==> src/rtl/core/slxd_pkg.sv <==
// Shared types and constants of the sync/length/XOR packet deframer.
// No dependencies.
package slxd_pkg;

	localparam logic [31:0] SYNC_RESET   = 32'hAA55_8844;
	localparam logic [14:0] MAXLEN_RESET = 15'd4000;

	localparam logic [1:0] KIND_DATA = 2'd0;
	localparam logic [1:0] KIND_GOOD = 2'd1;
	localparam logic [1:0] KIND_BAD  = 2'd2;

	localparam logic [2:0] HDR_LEN_LO = 3'd4;
	localparam logic [2:0] HDR_LEN_HI = 3'd5;
	localparam logic [2:0] HDR_TYPE   = 3'd6;
	localparam logic [2:0] HDR_FLAGS  = 3'd7;

	localparam logic REG_SYNC   = 1'b0;
	localparam logic REG_MAXLEN = 1'b1;

	typedef struct packed {
		logic [31:0] sync_word;
		logic [14:0] max_length;
	} cfg_t;

	typedef struct packed {
		logic [1:0]  kind;
		logic [7:0]  data;
		logic [7:0]  pkt_type;
		logic [7:0]  pkt_flags;
		logic [14:0] pkt_length;
		logic [15:0] error_total;
		logic        last;
	} result_t;

endpackage

==> src/rtl/core/slxd_apb_regs.sv <==
// APB configuration registers: sync word and maximum length.
// Depends on slxd_pkg.
module slxd_apb_regs (
	input  logic               clk,
	input  logic               arst_n,
	input  logic               psel,
	input  logic               penable,
	input  logic               pwrite,
	input  logic [2:0]         paddr,
	input  logic [31:0]        pwdata,
	output logic [31:0]        prdata,
	output logic               pready,
	output slxd_pkg::cfg_t     cfg
);

	logic [31:0] sync_word_q;
	logic [14:0] max_length_q;
	logic        wr_en;

	assign pready = 1'b1;
	assign wr_en  = psel & penable & pwrite;

	always_ff @(posedge clk or negedge arst_n) begin
		if (!arst_n) begin
			sync_word_q  <= slxd_pkg::SYNC_RESET;
			max_length_q <= slxd_pkg::MAXLEN_RESET;
		end else if (wr_en) begin
			case (paddr[2])
				slxd_pkg::REG_SYNC: begin
					sync_word_q <= pwdata;
				end
				slxd_pkg::REG_MAXLEN: begin
					max_length_q <= pwdata[14:0];
				end
				default: begin
				end
			endcase
		end
	end

	always_comb begin
		case (paddr[2])
			slxd_pkg::REG_SYNC:   prdata = sync_word_q;
			slxd_pkg::REG_MAXLEN: prdata = {17'd0, max_length_q};
			default:              prdata = 32'd0;
		endcase
	end

	assign cfg.sync_word  = sync_word_q;
	assign cfg.max_length = max_length_q;

endmodule

==> src/rtl/core/slxd_parser.sv <==
// Frame parser: header hunt, payload streaming, checksum and result register.
// Depends on slxd_pkg.
module slxd_parser (
	input  logic                clk,
	input  logic                arst_n,
	input  slxd_pkg::cfg_t      cfg,
	input  logic                step_valid,
	input  logic [7:0]          step_byte,
	input  logic                advance,
	output logic                res_valid,
	output slxd_pkg::result_t   res
);

	logic [2:0]  header_step_q, header_step_d;
	logic        in_payload_q, in_payload_d;
	logic [15:0] length_q, length_d;
	logic [14:0] bytes_left_q, bytes_left_d;
	logic [7:0]  type_q, type_d;
	logic [7:0]  flags_q, flags_d;
	logic [7:0]  xor_q, xor_d;
	logic [15:0] err_q, err_d;

	logic              emit;
	slxd_pkg::result_t res_d;
	logic              res_valid_s2;
	slxd_pkg::result_t res_s2;

	always_comb begin
		logic [14:0] left_m1;
		logic [7:0]  want;
		logic        good;
		header_step_d = header_step_q;
		in_payload_d  = in_payload_q;
		length_d      = length_q;
		bytes_left_d  = bytes_left_q;
		type_d        = type_q;
		flags_d       = flags_q;
		xor_d         = xor_q;
		err_d         = err_q;
		emit          = 1'b0;
		left_m1       = bytes_left_q - 15'd1;
		good          = (xor_q == step_byte);
		case (header_step_q[1:0])
			2'd0:    want = cfg.sync_word[31:24];
			2'd1:    want = cfg.sync_word[23:16];
			2'd2:    want = cfg.sync_word[15:8];
			default: want = cfg.sync_word[7:0];
		endcase
		res_d.kind        = slxd_pkg::KIND_DATA;
		res_d.data        = step_byte;
		res_d.pkt_type    = type_q;
		res_d.pkt_flags   = flags_q;
		res_d.pkt_length  = length_q[14:0];
		res_d.error_total = err_q;
		res_d.last        = 1'b0;
		if (in_payload_q) begin
			emit         = 1'b1;
			bytes_left_d = left_m1;
			if (left_m1 != 15'd0) begin
				xor_d = xor_q ^ step_byte;
			end else begin
				if (!good && err_q != 16'hFFFF) begin
					err_d = err_q + 16'd1;
				end
				res_d.kind        = good ? slxd_pkg::KIND_GOOD : slxd_pkg::KIND_BAD;
				res_d.last        = 1'b1;
				res_d.error_total = err_d;
				header_step_d     = 3'd0;
				in_payload_d      = 1'b0;
			end
		end else begin
			case (header_step_q)
				slxd_pkg::HDR_LEN_LO: begin
					length_d      = {8'd0, step_byte};
					xor_d         = step_byte;
					header_step_d = slxd_pkg::HDR_LEN_HI;
				end
				slxd_pkg::HDR_LEN_HI: begin
					length_d      = {step_byte, length_q[7:0]};
					xor_d         = xor_q ^ step_byte;
					header_step_d = slxd_pkg::HDR_TYPE;
				end
				slxd_pkg::HDR_TYPE: begin
					type_d        = step_byte;
					xor_d         = xor_q ^ step_byte;
					header_step_d = slxd_pkg::HDR_FLAGS;
				end
				slxd_pkg::HDR_FLAGS: begin
					header_step_d = 3'd0;
					if (length_q != 16'd0 && !length_q[15]
					    && length_q[14:0] <= cfg.max_length) begin
						flags_d      = step_byte;
						xor_d        = xor_q ^ step_byte;
						bytes_left_d = length_q[14:0];
						in_payload_d = 1'b1;
					end
				end
				default: begin
					if (step_byte == want) begin
						header_step_d = header_step_q + 3'd1;
					end else begin
						header_step_d = 3'd0;
					end
				end
			endcase
		end
	end

	always_ff @(posedge clk or negedge arst_n) begin
		if (!arst_n) begin
			header_step_q <= 3'd0;
			in_payload_q  <= 1'b0;
			length_q      <= 16'd0;
			bytes_left_q  <= 15'd0;
			type_q        <= 8'd0;
			flags_q       <= 8'd0;
			xor_q         <= 8'd0;
			err_q         <= 16'd0;
		end else if (step_valid && advance) begin
			header_step_q <= header_step_d;
			in_payload_q  <= in_payload_d;
			length_q      <= length_d;
			bytes_left_q  <= bytes_left_d;
			type_q        <= type_d;
			flags_q       <= flags_d;
			xor_q         <= xor_d;
			err_q         <= err_d;
		end
	end

	always_ff @(posedge clk or negedge arst_n) begin
		if (!arst_n) begin
			res_valid_s2 <= 1'b0;
		end else if (advance) begin
			res_valid_s2 <= step_valid & emit;
		end
	end

	always_ff @(posedge clk) begin
		if (advance && step_valid && emit) begin
			res_s2 <= res_d;
		end
	end

	assign res_valid = res_valid_s2;
	assign res       = res_s2;

endmodule

==> src/rtl/core/sync_length_xor_packet_deframer.sv <==
// Sync-word, length-prefixed packet deframer with XOR checksum (top level).
// Depends on slxd_pkg, slxd_apb_regs and slxd_parser.
//
// Input channel: one received byte per transaction on rx_byte, taken when
// in_valid is high and in_stall is low. Output channel: one result per
// payload byte (out_kind data) and one at packet end (good or checksum
// error, frame_last high), taken when out_valid is high and out_stall low.
// Header bytes and dropped bytes produce no result.
// A byte is registered at the input, then parsed from the input register, and
// any result it gives is registered in the output register as the output advances.
// Throughput: one byte per cycle while the receiver does not stall, set by the
// parser state update between the input register and the output register.
// When the receiver stalls, the output register holds its result; an empty
// input register takes at most one more byte, then in_stall rises until the result is taken.
// Reset clears the parser to sync hunting, the error count to zero and loads
// the sync word 0xAA558844 and maximum length 4000. The APB port (pready
// always high) holds the sync word at address 0 and max length at 4.
// Write registers only while the block is idle.
module sync_length_xor_packet_deframer (
	input  logic        clk,
	input  logic        arst_n,
	input  logic        in_valid,
	output logic        in_stall,
	input  logic [7:0]  rx_byte,
	output logic        out_valid,
	input  logic        out_stall,
	output logic [1:0]  out_kind,
	output logic [7:0]  out_byte,
	output logic [7:0]  pkt_type,
	output logic [7:0]  pkt_flags,
	output logic [14:0] pkt_length,
	output logic [15:0] error_total,
	output logic        frame_last,
	input  logic        psel,
	input  logic        penable,
	input  logic        pwrite,
	input  logic [2:0]  paddr,
	input  logic [31:0] pwdata,
	output logic [31:0] prdata,
	output logic        pready
);

	slxd_pkg::cfg_t    cfg;
	slxd_pkg::result_t res;
	logic              res_valid;
	logic              advance;
	logic              byte_valid_s1;
	logic [7:0]        byte_s1;

	slxd_apb_regs u_regs (
		.clk     (clk),
		.arst_n  (arst_n),
		.psel    (psel),
		.penable (penable),
		.pwrite  (pwrite),
		.paddr   (paddr),
		.pwdata  (pwdata),
		.prdata  (prdata),
		.pready  (pready),
		.cfg     (cfg)
	);

	assign advance  = !res_valid || !out_stall;
	assign in_stall = byte_valid_s1 && !advance;

	always_ff @(posedge clk or negedge arst_n) begin
		if (!arst_n) begin
			byte_valid_s1 <= 1'b0;
		end else if (in_valid && !in_stall) begin
			byte_valid_s1 <= 1'b1;
		end else if (advance) begin
			byte_valid_s1 <= 1'b0;
		end
	end

	always_ff @(posedge clk) begin
		if (in_valid && !in_stall) begin
			byte_s1 <= rx_byte;
		end
	end

	slxd_parser u_parser (
		.clk        (clk),
		.arst_n     (arst_n),
		.cfg        (cfg),
		.step_valid (byte_valid_s1),
		.step_byte  (byte_s1),
		.advance    (advance),
		.res_valid  (res_valid),
		.res        (res)
	);

	assign out_valid   = res_valid;
	assign out_kind    = res.kind;
	assign out_byte    = res.data;
	assign pkt_type    = res.pkt_type;
	assign pkt_flags   = res.pkt_flags;
	assign pkt_length  = res.pkt_length;
	assign error_total = res.error_total;
	assign frame_last  = res.last;

endmodule

==> config.mk <==
export PLATFORM = sky130hd
export DESIGN_NAME = sync_length_xor_packet_deframer
export DESIGN_NICKNAME = d
export VERILOG_FILES = /design/src/rtl/core/slxd_pkg.sv /design/src/rtl/core/slxd_apb_regs.sv /design/src/rtl/core/slxd_parser.sv /design/src/rtl/core/sync_length_xor_packet_deframer.sv
export SDC_FILE = /design/constraint.sdc
export NUM_CORES = 1
export LEC_CHECK = 0
export BUFFER_PORTS_ARGS = -buffer_cell sky130_fd_sc_hd__buf_2
export CAP_MARGIN = 15
export CORE_MARGIN = 2
export CORE_UTILIZATION = 57
export DETAILED_ROUTE_END_ITERATION = 16
export HOLD_SLACK_MARGIN = 0.06
export PLACE_DENSITY = 0.77
export RECOVER_POWER = 25
export REMOVE_ABC_BUFFERS = 1
export SYNTH_ARGS = -nofsm -noshare
export SYNTH_HDL_FRONTEND = slang
export SYNTH_SLANG_ARGS = --single-unit
==> constraint.sdc <==
create_clock -name clk -period 3.9 [get_ports clk]
set_input_delay 0.78 -clock clk [delete_from_list [all_inputs] [get_ports clk]]
set_output_delay 0.78 -clock clk [all_outputs]
set_load 0.005 [all_outputs]
* Word level (Yosys, flattened, before mapping) *
Index checks and enable logic that the tools add are counted.

word-level totals
  flip-flop bits (word level) = 190
  input bits = 50
  output and inout port bits = 93

operators by class
  add/subtract/negate cells = 3
  $lt $le $gt $ge = 1
  equal/unequal tests = 12
  mux-type cells = 25
  bitwise logic cells = 8
  reductions and logical operators = 34

operators by type and width
  cell                     number
  $pmux W32 S2             1
  $pmux W8 S3              2
  $mux W15                 3
  $mux W17                 2
  $pmux W16 S2             1
  $mux W8                  3
  $add A16 B1 Y16 const B  1
  $eq A8 B8 Y1             2
  $mux W16                 1
  $ne A16 B16 Y1 const B   1
  $reduce_bool A16 Y1      1
  $le A15 B15 Y1           1
  $reduce_bool A15 Y1      1
  $sub A15 B1 Y15 const B  1
  $eq A3 B3 Y1 const B     4
  $pmux W3 S4              1
  $reduce_and A3 Y1        4
  $reduce_and A4 Y1        3
  $mux W3                  3
  $reduce_bool A2 Y1       4
  $xor A8 B8 Y8            1
  $logic_and A1 B1 Y1      7
  $mux W1                  7
  $logic_not A1 Y1         6
  other kinds (13)         22

* Longest topological paths before layout *
Gate-level depths: netlist of run 1.

  word-level depth = 7
  mapped depth = 11
  mapped depth without buffers = 9

* By module *
From an unflattened synthesis of run 1, not the netlist that was laid out.

unflattened totals
  cell total of the unflattened synthesis = 769
  area, all modules = 9489.1 µm²

modules (own cells, without submodules)
  module                           instances  cells an instance  area an instance (µm²)
  slxd_parser                      1          617                6955.4
  slxd_apb_regs                    1          138                2238.4
  sync_length_xor_packet_deframer  1          14                 295.3

* Worst setup path after synthesis of run 1 *
No wires, ideal clock.

  kind = input port to flip-flop
  start point = input out_stall
  end point = register u_parser.err_q[1]
  arrival = 3.473 ns
  slack = 0.299 ns
  cell stages on the path = 9
  path buffers = 2
  cell sequence = nand2_1 and2_1 clkbuf_1 nand2_1 inv_1 nand4_1 buf_2 nor2_1 mux2_1

between the ends
  longest elaborated chain between the ends = 4

RTL lines
  what                                RTL line                               text
  start, declared                     sync_length_xor_packet_deframer.sv:26  input logic out_stall,
  $logic_not A1 Y1                    sync_length_xor_packet_deframer.sv:63  assign advance = !res_valid || !out_stall;
  $logic_or A1 B1 Y1                  sync_length_xor_packet_deframer.sv:63
  $logic_and A1 B1 Y1                 slxd_parser.sv:119                     end else if (step_valid && advance) begin
  $reduce_and A3 Y1 (no source line)  --
  end signal, assigned                slxd_parser.sv:127                     err_q <= err_d;
  end, declared                       slxd_parser.sv:21                      logic [15:0] err_q, err_d;

No other way between the ends.
A chain may end at the register's enable or synchronous reset.

* Worst setup path after layout of run 1 *
  start point = register u_parser.bytes_left_q[0]
  end point = register u_parser.err_q[11]

between the ends
  longest elaborated chain between the ends = 4

RTL lines
  what                                RTL line            text
  start, declared                     slxd_parser.sv:17   logic [14:0] bytes_left_q, bytes_left_d;
  start signal, assigned              slxd_parser.sv:123  bytes_left_q <= bytes_left_d;
  $sub A15 B1 Y15                     slxd_parser.sv:41   left_m1 = bytes_left_q - 15'd1;
  $reduce_bool A15 Y1                 slxd_parser.sv:59   if (left_m1 != 15'd0) begin
  $not A1 Y1 (no source line)         --
  $reduce_and A3 Y1 (no source line)  --

No other way between the ends.

==> results of run 1 <==
## worst max path at each step
stage,end,from,cells after the start
final,u_parser.err_q[11]$_DFFE_PN0P_,u_parser.bytes_left_q[0]$_DFFE_PN0P_,9
after global routing,u_regs.max_length_q[3]$_DFFE_PN0P_,arst_n,1
after CTS,u_parser.err_q[11]$_DFFE_PN0P_,u_parser.bytes_left_q[0]$_DFFE_PN0P_,9
after detailed placement,u_parser.err_q[11]$_DFFE_PN0P_,u_parser.bytes_left_q[0]$_DFFE_PN0P_,9
after global placement,u_parser.err_q[11]$_DFFE_PN0P_,u_parser.bytes_left_q[0]$_DFFE_PN0P_,9
after floorplan,u_parser.err_q[11]$_DFFE_PN0P_,out_stall,8
## cells by family (layout without fill, tap and decap cells)
family                   Yosys count  after routing
AO/OA/AOI/OAI                    127            127
XOR/XNOR                          51             51
adder cells (fa/ha/maj)           23             23
buffers and inverters             77            216
flip-flops                       190            190
multiplexers                      89             89
other                              1              1
AND/OR/NAND/NOR                  224            224
## cell type report
cell class | instances | area (um2)
repair buffers | 151 | 793.3
fillers | 1203 | 5187
flip-flops and latches | 190 | 5107
clock inverters | 14 | 140.1
well taps | 216 | 270.3
inverters | 33 | 123.9
clock buffers | 18 | 450.4
multi-input cells | 515 | 3812
## Yosys cell counts, drive strengths merged, types with 3 or more instances
cell	count
o21ai	35
mux2i	9
o211ai	3
nor2	48
and4	5
a211oi	4
nand2	57
o22ai	14
nand2b	4
and3	4
a211o	4
nor4	7
a21oi	30
ha	23
inv	33
a31oi	6
xnor2	24
nand3	23
a21o	4
o31ai	4
dfstp	18
a222oi	8
edfxtp	66
and2	4
nor2b	19
buf	19
clkbuf	25
dfrtp	106
mux2	80
xor2	27
nand4	17
nor3	21
## worst max-delay path: cells and delay by family (launching register included)
family | cells | cell delay [ps]
DFF | 1 | 490
and+or+nand+nor | 5 | 1770
buffers and inverters | 1 | 100
adders and majority gates | 1 | 260
xor gates and xnor gates | 2 | 490
## power breakdown
group          switching, mW  internal [mW]  leakage [nW]  total [mW]
Clock                  0.828          0.888         0.284        1.72
Combinational          0.542          0.551          2.30        1.09
Sequential             0.292           2.37          2.22        2.66
## stage by stage
step	hold WS, ps	utilization	instances	cell area (um2)	setup WS [ps]
floorplan	419.4	-	738	9044	-236.5
global placement	425.1	0.6367	1105	10110	885.0
detailed placement	428.8	0.6367	1105	10110	839.5
CTS	417.4	0.6739	1137	10710	711.4
global route	453.4	0.6734	1137	10700	265.3
finish	445.0	0.6734	1137	10700	713.1
## registers in the layout, indices dropped and copies added (netlist names), 15 cells and up
signal,count
u_parser.bytes_left_q,15
u_parser.err_q,16
u_parser.length_q,16
u_parser.res,58
u_regs.max_length_q,15
u_regs.sync_word_q,32
## per-layer routing
metal | vias to the layer above | GRT usage | wire length (um)
met2 | 216 | 0.3705 | 9457
li1 | 3071 | - | -
met4 | 0 | 0.08514 | 369
met1 | 3188 | 0.3296 | 8869
met5 | - | 0 | 0
met3 | 30 | 0.05285 | 1326
==> reports/qor.yml, run 1 <==
ir_drop_mv: 0.3300
place_congestion: 0.8789
cts_setup_buffers: 0
io_pins: 143
drv_cap: 1
arrival_ps: 3560
hold_buffers: 0
holdPathStages: 0
failed_checks: "capacitance limit, slew limit"
synth.area.mux_share: 0.1072
relSlewSlack: -1.084
insertion_delay_ps: 450
synthDistinctLibCells: 71
r2r_start: "u_parser.bytes_left_q[0]$_DFFE_PN0P_"
yosys.area.top_type_share: 0.2870
synth_edf_count: 66
die_h_um: 131.3
reg2regPathDepth: 9
setup_viol: 0
worstPathCellList: "inv_1 > ha_1 > nor4b_4 > nand4_1 > xor2_1 > nand4_1 > or3_1 > nor2_1 > xor2_1"
drive_gt1_frac: 0.3290
drcViolationCount: 0
std_cell_rows: 46
synth-xor-area-share: 0.04913
area_growth_pct: 15.73
clk_path_buf_depth: 2
power_density_nw_per_um2: 511.1
clock_skew_ps: 10.26
end_kind: "flip-flop"
syn_area_um2: 9244
vias_per_cell: 5.721
grt_pass1_vias: 6278
yosysWarnings: 0
syn_inst: 782
synth_top_family_by_area: "simple AND/OR/NAND/NOR gates"
path_clk_slew_ps: 70
timing_worst_setup_path_type: "flip-flop to flip-flop"
cts_root_buffer: "clkbuf_16"
fp.coreArea_um2: 15890
p_total_mw: 5.467
final_cell_mix: "buf_2, dfrtp_1, mux2_2"
cpMaxStageDelayCell: "or3_1"
worstPathMaxFanout: 11
worst-endpoint-required_ps: 4270
diodes: 0
numCtsBuffers: 17
wl_per_cell_um: 17.61
yosysSeqAreaShare: 0.5525
detail_route.iter0.violations: 676
die_area_um2: 17250
min_from: "u_parser.type_q[2]$_DFFE_PN0P_"
hold-path-endpoint: "u_parser.res[42]$_DFFE_PP_"
cts_tree: "yes"
grt_use_total: 0.2372
period_needed_ps: 3187
status: "finished, violations left"
place_hpwl_um: 13700
ys_async_sr_fraction: 0.6526
synth_area_per_cell_um2: 11.82
detail-route-antenna-nets: 0
drt-total-wl_um: 20020
nets: 981
hold_class: "flip-flop to flip-flop"
synthSimpleGateAreaFrac: 0.1347
ys_ff_latch: 190
port_buffers: 139
cp_slowest_stage_delay_ps: 530
floorplan.initialDensity: 0.5819
first_pass_iters: 5
rrSetupSlack_ps: 710
ys.flop_type: "dfrtp_1"
synth_adder_area_share: 0.03113
globalRouteOverflowTotal: 0
grt_first_pass_wirelength_um: 32170
synth_compound_area_frac: 0.08988
cp-start-kind: "flip-flop"
r2r_end: "u_parser.err_q[11]$_DFFE_PN0P_"
netlist_top_cells_area: "dfrtp_1, edfxtp_1, mux2_2, dfstp_2, ha_1"
yosysTopAreaCell: "dfrtp_1"
htreeDepth: 4
tightest_slew_ps: 3126
fmax_mhz: 313.8
final_common_cell: "buf_2"
clock-sinks: 190
die_x_um: 131.3
leakage_nw: 4.807
finalHoldViolations: 0
cts_resized: 0
antenna_found_initial: 0
grt_max_degree: 61
fin_tns_setup_ps: 0
rsz0062_at_grt: "false"
min_period_over_period: 0.8171
vias: 6505
drv_slew: 56
Power figures use the tool's default switching activity.
==> run 2: changes to the inputs <==
--- a/config.mk
+++ b/config.mk
@@ -5,13 +5,14 @@
 export SDC_FILE = /design/constraint.sdc
 export NUM_CORES = 1
 export LEC_CHECK = 0
+export ABC_AREA = 1
 export BUFFER_PORTS_ARGS = -buffer_cell sky130_fd_sc_hd__buf_2
 export CAP_MARGIN = 15
 export CORE_MARGIN = 2
-export CORE_UTILIZATION = 57
+export CORE_UTILIZATION = 52
 export DETAILED_ROUTE_END_ITERATION = 16
 export HOLD_SLACK_MARGIN = 0.06
-export PLACE_DENSITY = 0.77
+export PLACE_DENSITY = 0.74
 export RECOVER_POWER = 25
 export REMOVE_ABC_BUFFERS = 1
 export SYNTH_ARGS = -nofsm -noshare
==> constraint.sdc (replaced) <==
create_clock -name clk -period 2.6 [get_ports clk]
set_input_delay 0.52 -clock clk [delete_from_list [all_inputs] [get_ports clk]]
set_output_delay 0.52 -clock clk [all_outputs]
set_load 0.005 [all_outputs]
==> run 2 against run 1 <==
The run now ends clean; total power increased by 70%; register-to-register slack got worse by 530 ps; clock skew increased by 4.9 ps; synthesized area increased by 2.3%; largest cell class unchanged; critical endpoint is now prdata[6]; final cell count increased by 35%; clock power increased by 49%; count of clock-buffer cells in the layout increased by 2; largest power group unchanged.
==> reports/qor.yml, run 2 <==
drive_gt1_frac: 0.1756  # -0.1534
yosysMostFrequentCell: "nand2_1"
area_growth_pct: 17.58
largest_reg_flops: 58  # unchanged
detail-route-antenna-nets: 0  # unchanged
floorplan.initialDensity: 0.5282  # -0.05368
syn_area_um2: 9457  # +2.3%
path_clk_slew_ps: 70  # about the same
wl_per_cell_um: 15.05  # -15%
clk_path_buf_depth: 2  # unchanged
r2r_end: "u_parser.res[4]$_DFFE_PP_"
min_period_over_period: 0.9606
worstPathMaxFanout: 25  # +14
synthTopCellsByCount: "nand2_1, inv_1, o21ai_0"
clock_skew_ps: 15.21  # +4.948 ps
hold-path-endpoint: "byte_s1[0]$_DFFE_PP_"
grt_first_pass_wirelength_um: 37230  # +16%
drt-total-wl_um: 23070  # +15%
yosysTopAreaCell: "dfrtp_1"
worst-endpoint-required_ps: 2080  # -2190 ps
rrSetupSlack_ps: 180  # -530 ps
vias_per_cell: 5.264  # -8.0%
holdPathStages: 1  # +1
cts_root_buffer: "clkbuf_16"
place_congestion: 0.9153  # +4.1%
hold_class: "primary input to flip-flop"
first_pass_iters: 5  # unchanged
die_area_um2: 19280  # +12%
ys.flop_type: "dfrtp_1"
grt_use_total: 0.2431  # +0.005846
postLayoutSetupSlackWorst_ps: 102.5  # -610.6 ps
fp.coreArea_um2: 17900  # +13%
std_cell_rows: 49  # +6.5%
syn_inst: 1136  # +45%
grt_max_degree: 113  # +85%
diodes: 0  # unchanged
p_sw_mw: 3.173  # +91%
netlist_top_cells_area: "dfrtp_1, edfxtp_1, nand2_1, o21ai_0, nand3_1"
dp.cells: 1500  # +36%
drv_slew: 0  # -100%
cp-startpoint: "paddr[2]"
finalHoldViolations: 0  # unchanged
yosys.area.top_type_share: 0.2805  # -0.006454
reg2regPathDepth: 11  # +2
grt_pass1_vias: 7245  # +15%
final_cell_count_no_fill: 1533  # +35%
cts_setup_buffers: 0  # unchanged
min_from: "rx_byte[0]"
port_buffers: 139  # unchanged
p_clk_frac: 0.277  # -0.037
synth_area_per_cell_um2: 8.324  # -30%
ys_async_sr_fraction: 0.6526  # unchanged
die_h_um: 138.9  # +5.7%
drcViolationCount: 0  # unchanged
fmax_mhz: 400.4
detail_route.iter0.violations: 653  # -3.4%
antenna_found_initial: 0  # unchanged
ys_ff_latch: 190  # unchanged
intPower_mw: 6.104  # +60%
p_comb_frac: 0.282  # +0.082
place_ws_ps: 162.2  # -677.3 ps
synth_edf_count: 66  # unchanged
drv_cap: 0  # -1
timing_worst_setup_path_type: "primary input to primary output"
power_density_nw_per_um2: 834.2  # +63%
r2r_start: "u_parser.bytes_left_q[0]$_DFFE_PN0P_"
end_kind: "primary output"
period_needed_ps: 2498
place_hpwl_um: 16370  # +20%
globalRouteOverflowTotal: 0  # unchanged
die_x_um: 138.9  # +5.7%
arrival_ps: 1980  # -1580 ps
final_cell_mix: "nand2_1, buf_2, inv_1"
synthDistinctLibCells: 34  # -52%
relSlewSlack: 0.2524  # +1.337
fillers: 1566  # +30%
tightest_slew_ps: 1121  # -2005 ps
ir_drop_mv: 0.6750  # +100%
htreeDepth: 4  # unchanged
cts_tree: "yes"
yosysSeqAreaShare: 0.5401  # -0.01243
swShare: 0.3420  # +0.03793
leakage_nw: 5.426  # +13%
cp-start-kind: "primary input"
rsz0062_at_grt: "false"
nets: 1364  # +39%
numCtsBuffers: 17  # unchanged
insertion_delay_ps: 450  # about the same
clock-sinks: 190  # unchanged
status: "complete, no violations"
io_pins: 143  # unchanged
seqPwrFrac: 0.441  # -0.045
setup_viol: 0  # unchanged
vias: 8070  # +24%
yosysWarnings: 0  # unchanged
p_total_mw: 9.276  # +70%
final_common_cell: "nand2_1"
run 2: cell types whose count changed in the layout (fill, tap and decap cells not counted), sizes merged, moves of 11 or more:
cell	before	now
xnor2	24	9
clkbuf	20	36
xor2	27	16
mux2	80	0
buf	149	161
nor2b	19	0
nand2	57	375
o21ai	35	116
nor2	48	80
nand3	23	101
o22ai	14	0
inv	42	130
run 2: final cells by class:
| class | instances | area (um2) | share of cell area |
|---|---|---|---|
| sequential | 190 | 5107 | 0.4593 |
| inverter | 124 | 467.9 | 0.04208 |
| timing repair buffer | 178 | 983.4 | 0.08844 |
| multi-input combinational | 780 | 3694 | 0.3322 |
| clock buffer | 20 | 489.2 | 0.04400 |
| tap | 229 | 286.5 | 0.02577 |
| clock inverter | 12 | 91.34 | 0.008214 |
run 2: worst max-delay path by stage:
stage | end | depth (start not counted) | slack, ps
6_report | prdata[6] | 4 | 100
5_1_grt | u_parser.xor_q[4]$_DFFE_PN0P_ | 15 | 8
4_1_cts | u_parser.res[4]$_DFFE_PP_ | 11 | 150
3_5_place_dp | u_parser.res[4]$_DFFE_PP_ | 11 | 160
3_3_place_gp | u_parser.res[5]$_DFFE_PP_ | 11 | 220
2_1_floorplan | u_parser.bytes_left_q[0]$_DFFE_PN0P_ | 6 | -3850
run 2: logic make-up (layout without fill, tap and decap cells):
| kind of cell | after synthesis | after routing | share of synthesized area |
|---|---|---|---|
| simple gates | 582 | 582 | 0.2564 |
| flops | 190 | 190 | 0.5401 |
| buf+inv | 166 | 334 | 0.06986 |
| compound gates | 148 | 148 | 0.07859 |
| xor+xnor | 25 | 25 | 0.02315 |
| fa+ha+maj | 23 | 23 | 0.03043 |
| other cells | 1 | 1 | 0.0003965 |
| mux | 1 | 1 | 0.001059 |
run 2: repair_timing:
action	4_1_cts	5_1_grt
resized for setup	0	2
hold endpoints to repair	6	0
hold buffers	1	0
setup endpoints to repair	0	13
run 2: power groups by stage:
stage | registers [mW] | logic, mW | clock network [mW]
after floorplan | 4.16 | 1.64 | 0
after global placement | 4.12 | 2.57 | 0
after detailed placement | 4.14 | 2.63 | 0
after CTS | 4.09 | 2.65 | 2.59
after global routing | 4.15 | 2.99 | 2.73
final | 4.09 | 2.62 | 2.57
run 2: metal layers:
layer	track usage	up-vias	wire (um)
met2	0.3788	273	10790
met3	0.04075	30	1378
met5	0	-	0
li1	-	3973	-
met1	0.3512	3794	10470
met4	0.07815	0	423
run 2: critical path: stages:
cell      delay [ps]
clkbuf_1         100
clkbuf_1         840
o21ai_0          310
buf_2            200
run 2: stage by stage:
step                area [um2]  TNS, ps  utilization  hold WS (ps)
floorplan                 9264  -236580            -         224.4
global placement         10590        0       0.5918         378.5
detailed placement       10590        0       0.5918         375.4
CTS                      11180        0       0.6248         247.3
global route             11120        0       0.6211         245.7
finish                   11120        0       0.6211         259.5
